### src/rtl/scfla_pkg.sv
`timescale 1ns / 1ps
// ----------------------------------------------------------------------------
// Size-class block allocator package
// Field widths, default geometry, reset sizes, opcodes and status codes.
// ----------------------------------------------------------------------------
package scfla_pkg;

  localparam int NUM_CLASSES_DEF      = 4;
  localparam int BLOCKS_PER_CLASS_DEF = 64;

  // Fixed field widths of the request and result channels.
  localparam int OPCODE_W  = 1;
  localparam int REQ_W     = 16;
  localparam int FHANDLE_W = 9;
  localparam int STATUS_W  = 3;
  localparam int HANDLE_W  = 8;
  localparam int SIZE_W    = 13;
  localparam int CLASS_W   = 2;
  localparam int LEFT_W    = 7;

  // Width of the shared compare unit. Holds a request size and any pool bound.
  localparam int KEY_W = 17;

  // Configuration registers.
  localparam int NUM_CFG_REGS = 4;
  localparam int CFG_IDX_W    = 2;

  typedef logic [SIZE_W-1:0] size_t;

  localparam size_t SIZE_A_RST = 13'd16;
  localparam size_t SIZE_B_RST = 13'd32;
  localparam size_t SIZE_C_RST = 13'd64;
  localparam size_t SIZE_D_RST = 13'd128;

  localparam logic [OPCODE_W-1:0] OP_ALLOC = 1'b0;
  localparam logic [OPCODE_W-1:0] OP_FREE  = 1'b1;

  localparam logic [STATUS_W-1:0] ST_OK        = 3'd0;
  localparam logic [STATUS_W-1:0] ST_ZERO_SIZE = 3'd1;
  localparam logic [STATUS_W-1:0] ST_TOO_LARGE = 3'd2;
  localparam logic [STATUS_W-1:0] ST_EXHAUSTED = 3'd3;
  localparam logic [STATUS_W-1:0] ST_BAD_HANDLE = 3'd4;

endpackage

### src/rtl/size_class_free_list_allocator_core.sv
`timescale 1ns / 1ps
// Sequence: an accepted allocate or free searches the classes in order, then pops or pushes
//   on a hit and stages the result for the output register; an exhausted class or no fitting class
//   stages a failure, and a zero-size allocate or an out-of-range free is staged without a search.
//   A result still waiting in the output stalls the load. Requests: one at a time, a new one is
//   taken only after the last result is loaded; the single class compare unit steps through the classes one per cycle.
// Reset: synchronous, active low; a relink pass over every block follows.
// ----------------------------------------------------------------------------
// Size-class free-list allocator core
// Pops and pushes fixed-size blocks on per-class linked free lists.
// ----------------------------------------------------------------------------
module size_class_free_list_allocator_core
  import scfla_pkg::*;
#(
  parameter int NUM_CLASSES      = NUM_CLASSES_DEF,
  parameter int BLOCKS_PER_CLASS = BLOCKS_PER_CLASS_DEF
) (
  input  logic                 clk,
  input  logic                 rst_n,

  // Configuration write port: one class size per register index.
  input  logic                 cfg_we,
  input  logic [CFG_IDX_W-1:0] cfg_index,
  input  logic [SIZE_W-1:0]    cfg_wdata,

  // Request channel.
  input  logic                 in_valid,
  output logic                 in_ready,
  input  logic [OPCODE_W-1:0]  in_opcode,
  input  logic [REQ_W-1:0]     in_request_bytes,
  input  logic [FHANDLE_W-1:0] in_freed_handle,

  // Result channel.
  output logic                 out_valid,
  input  logic                 out_ready,
  output logic [STATUS_W-1:0]  out_status,
  output logic [HANDLE_W-1:0]  out_block_handle,
  output logic [SIZE_W-1:0]    out_granted_bytes,
  output logic [CLASS_W-1:0]   out_class_index,
  output logic [LEFT_W-1:0]    out_blocks_left
);

  // Pool geometry. Handles are class * BLOCKS_PER_CLASS + slot.
  localparam int TOTAL = NUM_CLASSES * BLOCKS_PER_CLASS;
  localparam int HW    = $clog2(TOTAL);
  localparam int SW    = $clog2(BLOCKS_PER_CLASS);
  localparam int CW    = (NUM_CLASSES > 1) ? $clog2(NUM_CLASSES) : 1;
  localparam int NW    = $clog2(BLOCKS_PER_CLASS + 1);

  // Sequencer states.
  localparam logic [2:0] S_CLEAR  = 3'd0;  // relink pass after reset
  localparam logic [2:0] S_IDLE   = 3'd1;  // ready for a request
  localparam logic [2:0] S_SEARCH = 3'd2;  // one class compare per cycle
  localparam logic [2:0] S_POP    = 3'd3;  // link read is back, pop the head
  localparam logic [2:0] S_PUSH   = 3'd4;  // write link, push the slot
  localparam logic [2:0] S_FIN    = 3'd5;  // hand the result to the output register

  logic [2:0]        state_r, state_nxt;

  // Class size registers.
  size_t             size_r [NUM_CFG_REGS];

  // Per-class list heads and free counts. Few entries, read only at cls_r.
  logic [SW-1:0]     head_r  [NUM_CLASSES];
  logic [NW-1:0]     count_r [NUM_CLASSES];

  // Link memory: one next-slot pointer per block.
  logic [SW-1:0]     link_mem [TOTAL];
  logic [SW-1:0]     rd_data_r;
  logic [HW-1:0]     rd_addr;
  logic              mem_we;
  logic [HW-1:0]     mem_waddr;
  logic [SW-1:0]     mem_wdata;

  // Clearing pass counters.
  logic [HW-1:0]     clr_idx_r, clr_idx_nxt;
  logic [SW-1:0]     clr_slot_r, clr_slot_nxt;

  // Request context held while the sequencer works.
  logic [OPCODE_W-1:0] op_r, op_nxt;
  logic [KEY_W-1:0]  key_r, key_nxt;
  logic [CW-1:0]     cls_r, cls_nxt;
  logic [HW-1:0]     base_r, base_nxt;

  // Result staging.
  logic [STATUS_W-1:0] res_status_r, res_status_nxt;
  logic [HANDLE_W-1:0] res_handle_r, res_handle_nxt;
  logic [SIZE_W-1:0]   res_granted_r, res_granted_nxt;
  logic [CLASS_W-1:0]  res_class_r, res_class_nxt;
  logic [LEFT_W-1:0]   res_left_r, res_left_nxt;

  // Output register.
  logic                out_valid_r, out_valid_nxt;
  logic [STATUS_W-1:0] out_status_r;
  logic [HANDLE_W-1:0] out_handle_r;
  logic [SIZE_W-1:0]   out_granted_r;
  logic [CLASS_W-1:0]  out_class_r;
  logic [LEFT_W-1:0]   out_left_r;

  // Shared compare unit and its operands.
  logic [3:0]        cls_ext;
  size_t             cls_size;
  logic [KEY_W-1:0]  limit;
  logic              hit;
  logic              last_cls;
  logic [SW-1:0]     cur_head;
  logic [NW-1:0]     cur_count;
  logic [NW-1:0]     dec_count;
  logic [NW-1:0]     inc_count;
  logic [SW-1:0]     push_slot;
  logic [HW-1:0]     pop_handle;
  logic              load_out;

  // Classes beyond the fourth share the fourth configured size.
  assign cls_ext  = 4'(cls_r);
  assign cls_size = (cls_ext > 4'd3) ? size_r[3] : size_r[cls_ext[1:0]];

  // An allocate fits when bytes <= size, a free lies in this class when the
  // handle is below the next pool base. Both reduce to key < limit.
  assign limit    = (op_r == OP_ALLOC) ? (KEY_W'(cls_size) + KEY_W'(1))
                                       : (KEY_W'(base_r) + KEY_W'(BLOCKS_PER_CLASS));
  assign hit      = key_r < limit;
  assign last_cls = cls_r == CW'(NUM_CLASSES - 1);

  assign cur_head   = head_r[cls_r];
  assign cur_count  = count_r[cls_r];
  assign dec_count  = cur_count - NW'(1);
  assign inc_count  = (cur_count < NW'(BLOCKS_PER_CLASS)) ? cur_count + NW'(1) : cur_count;
  assign push_slot  = SW'(key_r - KEY_W'(base_r));
  assign pop_handle = base_r + HW'(cur_head);

  // The link of the current head is read every cycle; the search lands on the
  // class it needs, so the data is ready in the pop state.
  assign rd_addr = pop_handle;

  assign in_ready = state_r == S_IDLE;
  assign load_out = (state_r == S_FIN) && (!out_valid_r || out_ready);

  // Link memory write: relink pass, or a push of a freed block.
  always_comb begin
    mem_we    = 1'b0;
    mem_waddr = clr_idx_r;
    mem_wdata = (clr_slot_r == '0) ? '0 : clr_slot_r - SW'(1);
    if (state_r == S_CLEAR) begin
      mem_we = 1'b1;
    end else if (state_r == S_PUSH) begin
      mem_we    = 1'b1;
      mem_waddr = key_r[HW-1:0];
      mem_wdata = cur_head;
    end
  end

  always_ff @(posedge clk) begin
    if (mem_we) begin
      link_mem[mem_waddr] <= mem_wdata;
    end
    rd_data_r <= link_mem[rd_addr];
  end

  // Sequencer.
  always_comb begin
    state_nxt       = state_r;
    clr_idx_nxt     = clr_idx_r;
    clr_slot_nxt    = clr_slot_r;
    op_nxt          = op_r;
    key_nxt         = key_r;
    cls_nxt         = cls_r;
    base_nxt        = base_r;
    res_status_nxt  = res_status_r;
    res_handle_nxt  = res_handle_r;
    res_granted_nxt = res_granted_r;
    res_class_nxt   = res_class_r;
    res_left_nxt    = res_left_r;

    case (state_r)
      S_CLEAR: begin
        clr_idx_nxt  = clr_idx_r + HW'(1);
        clr_slot_nxt = (clr_slot_r == SW'(BLOCKS_PER_CLASS - 1)) ? '0 : clr_slot_r + SW'(1);
        if (clr_idx_r == HW'(TOTAL - 1)) begin
          state_nxt = S_IDLE;
        end
      end
      S_IDLE: begin
        if (in_valid) begin
          op_nxt          = in_opcode;
          cls_nxt         = '0;
          base_nxt        = '0;
          res_status_nxt  = ST_OK;
          res_handle_nxt  = '0;
          res_granted_nxt = '0;
          res_class_nxt   = '0;
          res_left_nxt    = '0;
          if (in_opcode == OP_ALLOC) begin
            key_nxt = KEY_W'(in_request_bytes);
            if (in_request_bytes == '0) begin
              res_status_nxt = ST_ZERO_SIZE;
              state_nxt      = S_FIN;
            end else begin
              state_nxt = S_SEARCH;
            end
          end else begin
            key_nxt = KEY_W'(in_freed_handle);
            if (KEY_W'(in_freed_handle) >= KEY_W'(TOTAL)) begin
              res_status_nxt = ST_BAD_HANDLE;
              state_nxt      = S_FIN;
            end else begin
              state_nxt = S_SEARCH;
            end
          end
        end
      end
      S_SEARCH: begin
        if (hit) begin
          if (op_r == OP_FREE) begin
            state_nxt = S_PUSH;
          end else if (cur_count == '0) begin
            res_status_nxt = ST_EXHAUSTED;
            res_class_nxt  = CLASS_W'(cls_r);
            state_nxt      = S_FIN;
          end else begin
            state_nxt = S_POP;
          end
        end else if (last_cls) begin
          res_status_nxt = ST_TOO_LARGE;
          state_nxt      = S_FIN;
        end else begin
          cls_nxt  = cls_r + CW'(1);
          base_nxt = base_r + HW'(BLOCKS_PER_CLASS);
        end
      end
      S_POP: begin
        res_handle_nxt  = HANDLE_W'(pop_handle);
        res_granted_nxt = cls_size;
        res_class_nxt   = CLASS_W'(cls_r);
        res_left_nxt    = LEFT_W'(dec_count);
        state_nxt       = S_FIN;
      end
      S_PUSH: begin
        res_handle_nxt  = HANDLE_W'(key_r);
        res_granted_nxt = cls_size;
        res_class_nxt   = CLASS_W'(cls_r);
        res_left_nxt    = LEFT_W'(inc_count);
        state_nxt       = S_FIN;
      end
      S_FIN: begin
        if (load_out) begin
          state_nxt = S_IDLE;
        end
      end
      default: begin
        state_nxt = S_IDLE;
      end
    endcase
  end

  // The output register frees up when the consumer takes the result.
  always_comb begin
    out_valid_nxt = out_valid_r;
    if (load_out) begin
      out_valid_nxt = 1'b1;
    end else if (out_ready) begin
      out_valid_nxt = 1'b0;
    end
  end

  always_ff @(posedge clk) begin
    if (!rst_n) begin
      state_r     <= S_CLEAR;
      clr_idx_r   <= '0;
      clr_slot_r  <= '0;
      op_r        <= OP_ALLOC;
      cls_r       <= '0;
      base_r      <= '0;
      out_valid_r <= 1'b0;
    end else begin
      state_r     <= state_nxt;
      clr_idx_r   <= clr_idx_nxt;
      clr_slot_r  <= clr_slot_nxt;
      op_r        <= op_nxt;
      cls_r       <= cls_nxt;
      base_r      <= base_nxt;
      out_valid_r <= out_valid_nxt;
    end
  end

  // Payload registers.
  always_ff @(posedge clk) begin
    key_r         <= key_nxt;
    res_status_r  <= res_status_nxt;
    res_handle_r  <= res_handle_nxt;
    res_granted_r <= res_granted_nxt;
    res_class_r   <= res_class_nxt;
    res_left_r    <= res_left_nxt;
    if (load_out) begin
      out_status_r  <= res_status_r;
      out_handle_r  <= res_handle_r;
      out_granted_r <= res_granted_r;
      out_class_r   <= res_class_r;
      out_left_r    <= res_left_r;
    end
  end

  // Class size registers; every index names one of the four registers.
  always_ff @(posedge clk) begin
    if (!rst_n) begin
      size_r[0] <= SIZE_A_RST;
      size_r[1] <= SIZE_B_RST;
      size_r[2] <= SIZE_C_RST;
      size_r[3] <= SIZE_D_RST;
    end else if (cfg_we) begin
      size_r[cfg_index] <= cfg_wdata;
    end
  end

  // List heads and free counts. After reset every class hands out its
  // highest slot first.
  always_ff @(posedge clk) begin
    if (!rst_n) begin
      for (int c = 0; c < NUM_CLASSES; c++) begin
        head_r[c]  <= SW'(BLOCKS_PER_CLASS - 1);
        count_r[c] <= NW'(BLOCKS_PER_CLASS);
      end
    end else if (state_r == S_POP) begin
      head_r[cls_r]  <= rd_data_r;
      count_r[cls_r] <= dec_count;
    end else if (state_r == S_PUSH) begin
      head_r[cls_r]  <= push_slot;
      count_r[cls_r] <= inc_count;
    end
  end

  assign out_valid         = out_valid_r;
  assign out_status        = out_status_r;
  assign out_block_handle  = out_handle_r;
  assign out_granted_bytes = out_granted_r;
  assign out_class_index   = out_class_r;
  assign out_blocks_left   = out_left_r;

`ifndef SYNTHESIS
  // A pop takes exactly one block from the class it searched.
  a_pop_decrements: assert property (@(posedge clk) disable iff (!rst_n)
    (state_r == S_POP) |=> (count_r[cls_r] == NW'($past(count_r[cls_r]) - NW'(1))))
    else $error("free count did not drop by one on a pop");

  // An exhausted status is only given for a class with no free block.
  a_exhausted_empty: assert property (@(posedge clk) disable iff (!rst_n)
    (state_r == S_FIN && res_status_r == ST_EXHAUSTED) |-> (count_r[cls_r] == '0))
    else $error("exhausted status on a class with free blocks");

  // Failures carry no handle and no granted size.
  a_fail_zero: assert property (@(posedge clk) disable iff (!rst_n)
    (state_r == S_FIN && res_status_r != ST_OK) |->
      (res_handle_r == '0 && res_granted_r == '0))
    else $error("failed request reports a handle or size");

  // The class search never steps past the last pool.
  a_search_bound: assert property (@(posedge clk) disable iff (!rst_n)
    (state_r == S_SEARCH) |-> (4'(cls_r) <= 4'(NUM_CLASSES - 1)))
    else $error("class search ran past the last class");
`endif

endmodule
### config.mk
export PLATFORM = sky130hd
export DESIGN_NAME = size_class_free_list_allocator_core
export DESIGN_NICKNAME = d
export VERILOG_FILES = /design/src/rtl/scfla_pkg.sv /design/src/rtl/size_class_free_list_allocator_core.sv
export SDC_FILE = /design/constraint.sdc
export NUM_CORES = 2
export LEC_CHECK = 0
export BUFFER_PORTS_ARGS = -buffer_cell sky130_fd_sc_hd__buf_4
export CAP_MARGIN = 20
export CORE_MARGIN = 5
export CORE_UTILIZATION = 32
export DETAILED_ROUTE_END_ITERATION = 10
export PLACE_DENSITY = 0.54
export SYNTH_ARGS = -nofsm -noshare
export SYNTH_HDL_FRONTEND = slang
export SYNTH_SLANG_ARGS = --single-unit
### constraint.sdc
create_clock -name clk -period 24.9 [get_ports clk]
set_input_delay 2.49 -clock clk [delete_from_list [all_inputs] [get_ports clk]]
set_output_delay 2.49 -clock clk [all_outputs]
set_load 0.05 [all_outputs]
After elaboration in Yosys (flattened, before gate mapping)
Memory sizes are Yosys's and may differ from the RTL's. A register that Yosys moved wholly into a read port is not among the register bits. Index checks and enable logic that the tools add are counted.

Memories kept: 4. Input port bits: 46. Output and inout bits: 35. Register bits after elaboration: 111. RAM bits: 1640. Word-level logic and storage cells: 162.

Memory list: link_mem (words 256, bits a word 6, read ports 1, clocked after Yosys merged registers in 1, wr ports 1, line size_class_free_list_allocator_core.sv:68) `logic [SW-1:0] link_mem [TOTAL];`; size_r (words 4, bits a word 13, read ports 2, clocked after Yosys merged registers in 1, wr ports 4, line size_class_free_list_allocator_core.sv:61) `size_t size_r [NUM_CFG_REGS];`; count_r (words 4, bits a word 7, read ports 1, clocked after Yosys merged registers in 1, wr ports 4, line size_class_free_list_allocator_core.sv:65) `logic [NW-1:0] count_r [NUM_CLASSES];`; head_r (words 4, bits a word 6, read ports 1, clocked after Yosys merged registers in 1, wr ports 4, line size_class_free_list_allocator_core.sv:64) `logic [SW-1:0] head_r [NUM_CLASSES];`.

$lt $le $gt $ge: 4. Muxes and demuxes: 80. Bitwise logic cells: 2. Add/sub/neg operators: 11. Reductions and logical operators: 23. Equality and inequality tests: 19.

Operators by type and width (number): 2-to-1 mux 3 bit (17); 2-to-1 mux 8 bit (5); 2-to-1 mux 13 bit (3); 2-to-1 mux 6 bit (6); 2-to-1 mux 2 bit (15); 2-to-1 mux 7 bit (4); one-hot mux 13 bit (2 select lines) (1); one-hot mux 8 bit (3 select lines) (1); one-hot mux 7 bit (3 select lines) (1); 2-to-1 mux 1 bit (20); logical NOT 16 bit (1); less-than comparator 16 x 14 -> 1 bit (1); one-hot mux 8 bit (2 select lines) (1); one-hot mux 3 bit (5 select lines) (1); adder 13 x 1 -> 14 bit (second input constant) (1); 2-to-1 mux 14 bit (1); != test 2 bit (second input constant) (7); OR reduction 13 bit (1); AND reduction 5 bit (2); adder 8 x 7 -> 9 bit (second input constant) (1); greater-or-equal comparator 9 bit (second input constant) (1); 2-to-1 mux 9 bit (1); != test 3 bit (second input constant) (3); adder 8 x 1 -> 8 bit (second input constant) (1); other kinds (34) (43).

Logic depth before layout (Yosys ltp)
Word-level depth: 9. Gate-level depth with buffers: 18. Depth with buffers taken out: 14.

Least setup slack after synthesis
Ideal clock, no wire load.

Path type: reg-to-reg. Start point: reg state_r[2]. End point: mem link_mem[0][4] in the netlist's numbering (data pin). Required time: 22.713 ns. Clock period less this slack: 13.270 ns. Slack: 11.630 ns. Cell stages (with the launch flop): 7. Arrival: 11.083 ns. Path through: dfxtp_1 -> clkbuf_1 -> inv_1 -> nor3_1 -> clkbuf_1 -> a31o_2 -> o21ai_0.

Longest elaborated chain between the ends: 3. Elaborated cells on any way between the ends: 4.

Ends and longest elaborated chain: start: declaration (line size_class_free_list_allocator_core.sv:58) `logic [2:0] state_r, state_nxt;`; start signal: assignment (line size_class_free_list_allocator_core.sv:276) `state_r <= state_nxt;`; == test 3 bit (line size_class_free_list_allocator_core.sv:146) `end else if (state_r == S_PUSH) begin`; 2-to-1 mux 6 bit (line size_class_free_list_allocator_core.sv:146); 2-to-1 mux 6 bit (*) (line size_class_free_list_allocator_core.sv:144) `if (state_r == S_CLEAR) begin`; via mem_wdata[4] (line size_class_free_list_allocator_core.sv:73) `logic [SW-1:0] mem_wdata;`; end: declaration (line size_class_free_list_allocator_core.sv:68).

The timed path passes the listed nets; every way through them passes the cells marked *.

==> impl.org <==
** Run status
- Result of the run :: finished, final reports clean

** Die
- After floorplanning, the core was sized to cover 0.224 mm².
- Die area :: 0.234 mm²
- From bottom edge to top edge, the die measures 484 µm.
- In this run the count of I/O pins placed on the die edge is 81.
- Starting density of the core :: 0.321
- Width of the die :: 484 µm
- Floorplan row count :: 174

** Final layout
- In the layout the commonest cells are 1722 x sky130_fd_sc_hd__edfxtp_1, 478 x sky130_fd_sc_hd__mux2i_1, 316 x sky130_fd_sc_hd__nor2_1.
- Nets :: 4454
- Counting the fill cells in the layout gives 20900.
- Compared with the post-synthesis result, the final layout area differs by 13.8%.
- Register Area :: 0.0523 mm²
- Summing all multi-input logic gate instances after layout gives 0.0181 mm².
- Most common cell after layout, fill and taps aside :: sky130_fd_sc_hd__edfxtp_1
- 0 antenna diodes ended up in the layout.
- Share of post-route cells with drive strength above 1 :: 0.154

** Clock network
- Post-CTS Setup Inserts :: 0
- Worst-Skew Late Latency :: 840 ps
- Clock Path Buffers :: 3
- Number of resized instances in the post-cts repair step :: 0
- CTS tree :: yes
- The clock drives 1753 sinks.
- After clock tree synthesis, the clock-pin slew on the worst setup and hold paths is 60 ps.
- Hold buffer count at CTS :: 0
- Count of H-tree levels built during CTS :: 4
- Library cell used as clock root buffer :: sky130_fd_sc_hd__clkbuf_16
- TritonCTS Buffers :: 186

** Timing
- Worst Max-Slew Pin Slew :: 1200 ps
- Period Utilization, post-route :: 0.232
- Setup total negative slack on the finished layout was measured at 0 ps.
- Time the final worst path needs with I/O delays and setup :: 5770 ps
- The worst pin sits at a relative slew slack of 0.199.
- Setup clock skew after layout :: 51.3 ps
- F_max :: 173 MHz
- The number of hold violations in the final report was 0.
- The count of pins over their slew limit was 0.
- Setup violations remaining at the end of the flow were counted as 0.
- Setup repair after global routing left no endpoint under its margin.

** Logic synthesis
- Part of the Yosys area used for sequential elements :: 0.728
- During synthesis, Yosys emitted a total of 0 warnings.
- After synthesis, the netlist uses 71 different library cells.
- For this run, the leading register cell type out of synthesis is sky130_fd_sc_hd__edfxtp_1.
- Synthesized netlist cell count :: 4304
- Fraction of synthesis flops using an asynchronous set or reset pin :: 0
- The synthesized design contains 1722 enable-type register cells.
- Number of register bits inferred by synthesis :: 1753
- After synthesis the cells add up to 0.0719 mm².
- Post-synthesis average cell area :: 16.7 µm²

** Pwr
- Power Total :: 6.58 mW
- The worst-case IR drop observed on VDD is 0.0646 mV.
- In this run the static leakage power is 26.5 nW.
- Power per Cell Area :: 80.5 mW/mm²

** Placement
- Detailed placer's ending HPWL :: 110000 µm
- The count of buffers added on input and output ports is 80.
- Gpl congestion :: 0.789

** Detailed routing
- In this run the remaining antenna-violating nets after routing total 0.
- Drt first-iter violations :: 3864
- After detailed routing, the number of vias per cell comes to 5.16.
- Routed wire per std cell :: 24.7 µm
- Summed over all layers, the routed wires come to 186000 µm.
- Detailed-routing iteration count for the pre-antenna-repair pass :: 6
- The routed layout has 38800 vias.
- Drt drc :: 0

** GRT
- Number of global-route vias before repair :: 39100
- The first global-routing pass estimated 273000 µm of wire.
- In the global route stage, overall resource usage came out at 0.155.
- The initial antenna violation count came to 2.
- Maximum number of pins on one net before global-route repair :: 199
- Global-route congestion overflow total :: 0

** Worst setup path
- Reg2reg setup slack :: 19130 ps
- Type of the worst setup path :: reg -> reg
- Endpoint type of the worst setup path :: flop
- For the worst flop-to-flop path, the logic depth is 10.
- In this run the critical register-to-register path is captured at rd_data_r[4]$_DFF_P_.
- Endpoint required time on the critical path :: 25650 ps
- Along the worst path, the maximum fanout reaches 92.
- STA classifies the critical path startpoint as a flop.
- Data arrival time of the critical path :: 6520 ps

** Min path
- For hold timing, the worst endpoint is out_block_handle[0]$_DFFE_PP_.
- HP Class :: reg -> reg
- The startpoint identified for the worst hold timing path is res_handle_r[0]$_DFFE_PP_.
- Min-Delay Path Depth :: 0

** Job
- Max-Cap Viols :: 0
[cells by family (layout without fill, tap and decap cells)]
family / count (synthesis) / count (layout) / synth area share
DFF: 1753 / 1753 / 0.728
and+or+nand+nor: 1137 / 1137 / 0.0741
muxes: 706 / 706 / 0.130
AOI/OAI and AO/OA: 325 / 325 / 0.0353
buffers and inverters: 317 / 548 / 0.0230
xor gates and xnor gates: 38 / 38 / 0.00515
adders and majority gates: 26 / 26 / 0.00452
other: 2 / 3 / 0.000104
[final cells by class]
cell class	count	share of cell area
multi-input cells	2235	0.221
well taps	2992	0.0457
clock buffers	240	0.0597
flip-flops and latches	1753	0.640
repair buffers	172	0.0174
clock inverters	102	0.0145
inverters	34	0.00162
[metal layers]
layer / GRT usage / wire length [µm] / vias up
met3: 0.0243 / 10700 / 269
met5: 0 / 0 / -
met4: 0.0436 / 4770 / 0
met1: 0.219 / 82900 / 20200
li1: - / - / 17100
met2: 0.248 / 87800 / 1197
[through the flow]
step	instances	setup WS [ps]	instance area, µm²	hold slack [ps]	utilization
floorplan	4305	11630	71900	400	-
global placement	7175	18640	75600	402	0.337
detailed placement	7181	19030	75600	405	0.337
CTS	7523	19040	81700	405	0.364
global route	7528	18830	81800	410	0.365
finish	7528	19130	81800	402	0.365
[report_power, final]
group	leakage, nW	total [mW]	internal, mW	switching (mW)
Combinational	7.62	0.494	0.135	0.359
Clock	2.92	2.73	1.57	1.17
Sequential	16.0	3.36	3.35	0.00934
[flip-flops by register name, indices dropped and copies added (netlist names), 2 cells and up, named ones only]
signal / flops
link_mem: 1536
size_r: 52
count_r: 28
head_r: 24
key_r: 16
out_granted_bytes: 13
res_granted_r: 13
clr_idx_r: 8
out_block_handle: 8
res_handle_r: 8
out_blocks_left: 7
res_left_r: 7
clr_slot_r: 6
rd_data_r: 6
out_status: 3
res_status_r: 3
state_r: 3
base_r: 2
cls_r: 2
out_class_index: 2
res_class_r: 2
[cell usage after synthesis, drive strengths merged, types with 6 or more instances]
cell type	number	area [µm²]
mux4	179	4030
a41oi	60	526
mux2i	478	4780
a32oi	10	87.6
a22oi	6	45.0
o32ai	14	123
xnor2	22	211
dfxtp	31	621
a31o	6	52.6
a311oi	11	96.3
buf	133	961
a211oi	20	155
a31oi	20	125
o211ai	13	97.6
a32o	8	80.1
or3	9	56.3
ha	26	325
nand4	30	188
and2	86	538
nor2	317	1190
o21ai	24	120
mux2	49	556
nor4	13	81.3
o22ai	14	87.6
nand3	314	1570
nand3b	11	82.6
edfxtp	1722	51700
a22o	6	52.6
o2111ai	8	70.1
nor3	72	360
o41ai	14	130
xor2	16	159
inv	34	128
and3	21	131
nand2	217	815
nor2b	23	144
a21boi	11	82.6
o31ai	17	128
a2111oi	25	225
nand2b	10	62.6
clkbuf	150	563
a21oi	21	105
[worst max-delay path: stages, from the launching register on]
cell and delay, ps:
sky130_fd_sc_hd__dfxtp_2 310, sky130_fd_sc_hd__buf_4 460, sky130_fd_sc_hd__mux4_2 760, sky130_fd_sc_hd__xnor2_4 200
sky130_fd_sc_hd__buf_4 490, sky130_fd_sc_hd__buf_4 810, sky130_fd_sc_hd__buf_4 880, sky130_fd_sc_hd__a2111oi_0 350
sky130_fd_sc_hd__o41ai_1 620, sky130_fd_sc_hd__nand4_1 340, sky130_fd_sc_hd__a211oi_1 280
[worst max-delay path by stage]
stage                                     endpoint
after floorplan           link_mem[0][4]$_DFFE_PP_
after global placement        rd_data_r[1]$_DFF_P_
after detailed placement      rd_data_r[2]$_DFF_P_
after CTS                     rd_data_r[2]$_DFF_P_
after global routing          rd_data_r[0]$_DFF_P_
final                         rd_data_r[4]$_DFF_P_
(Power assumes the default switching activity.)
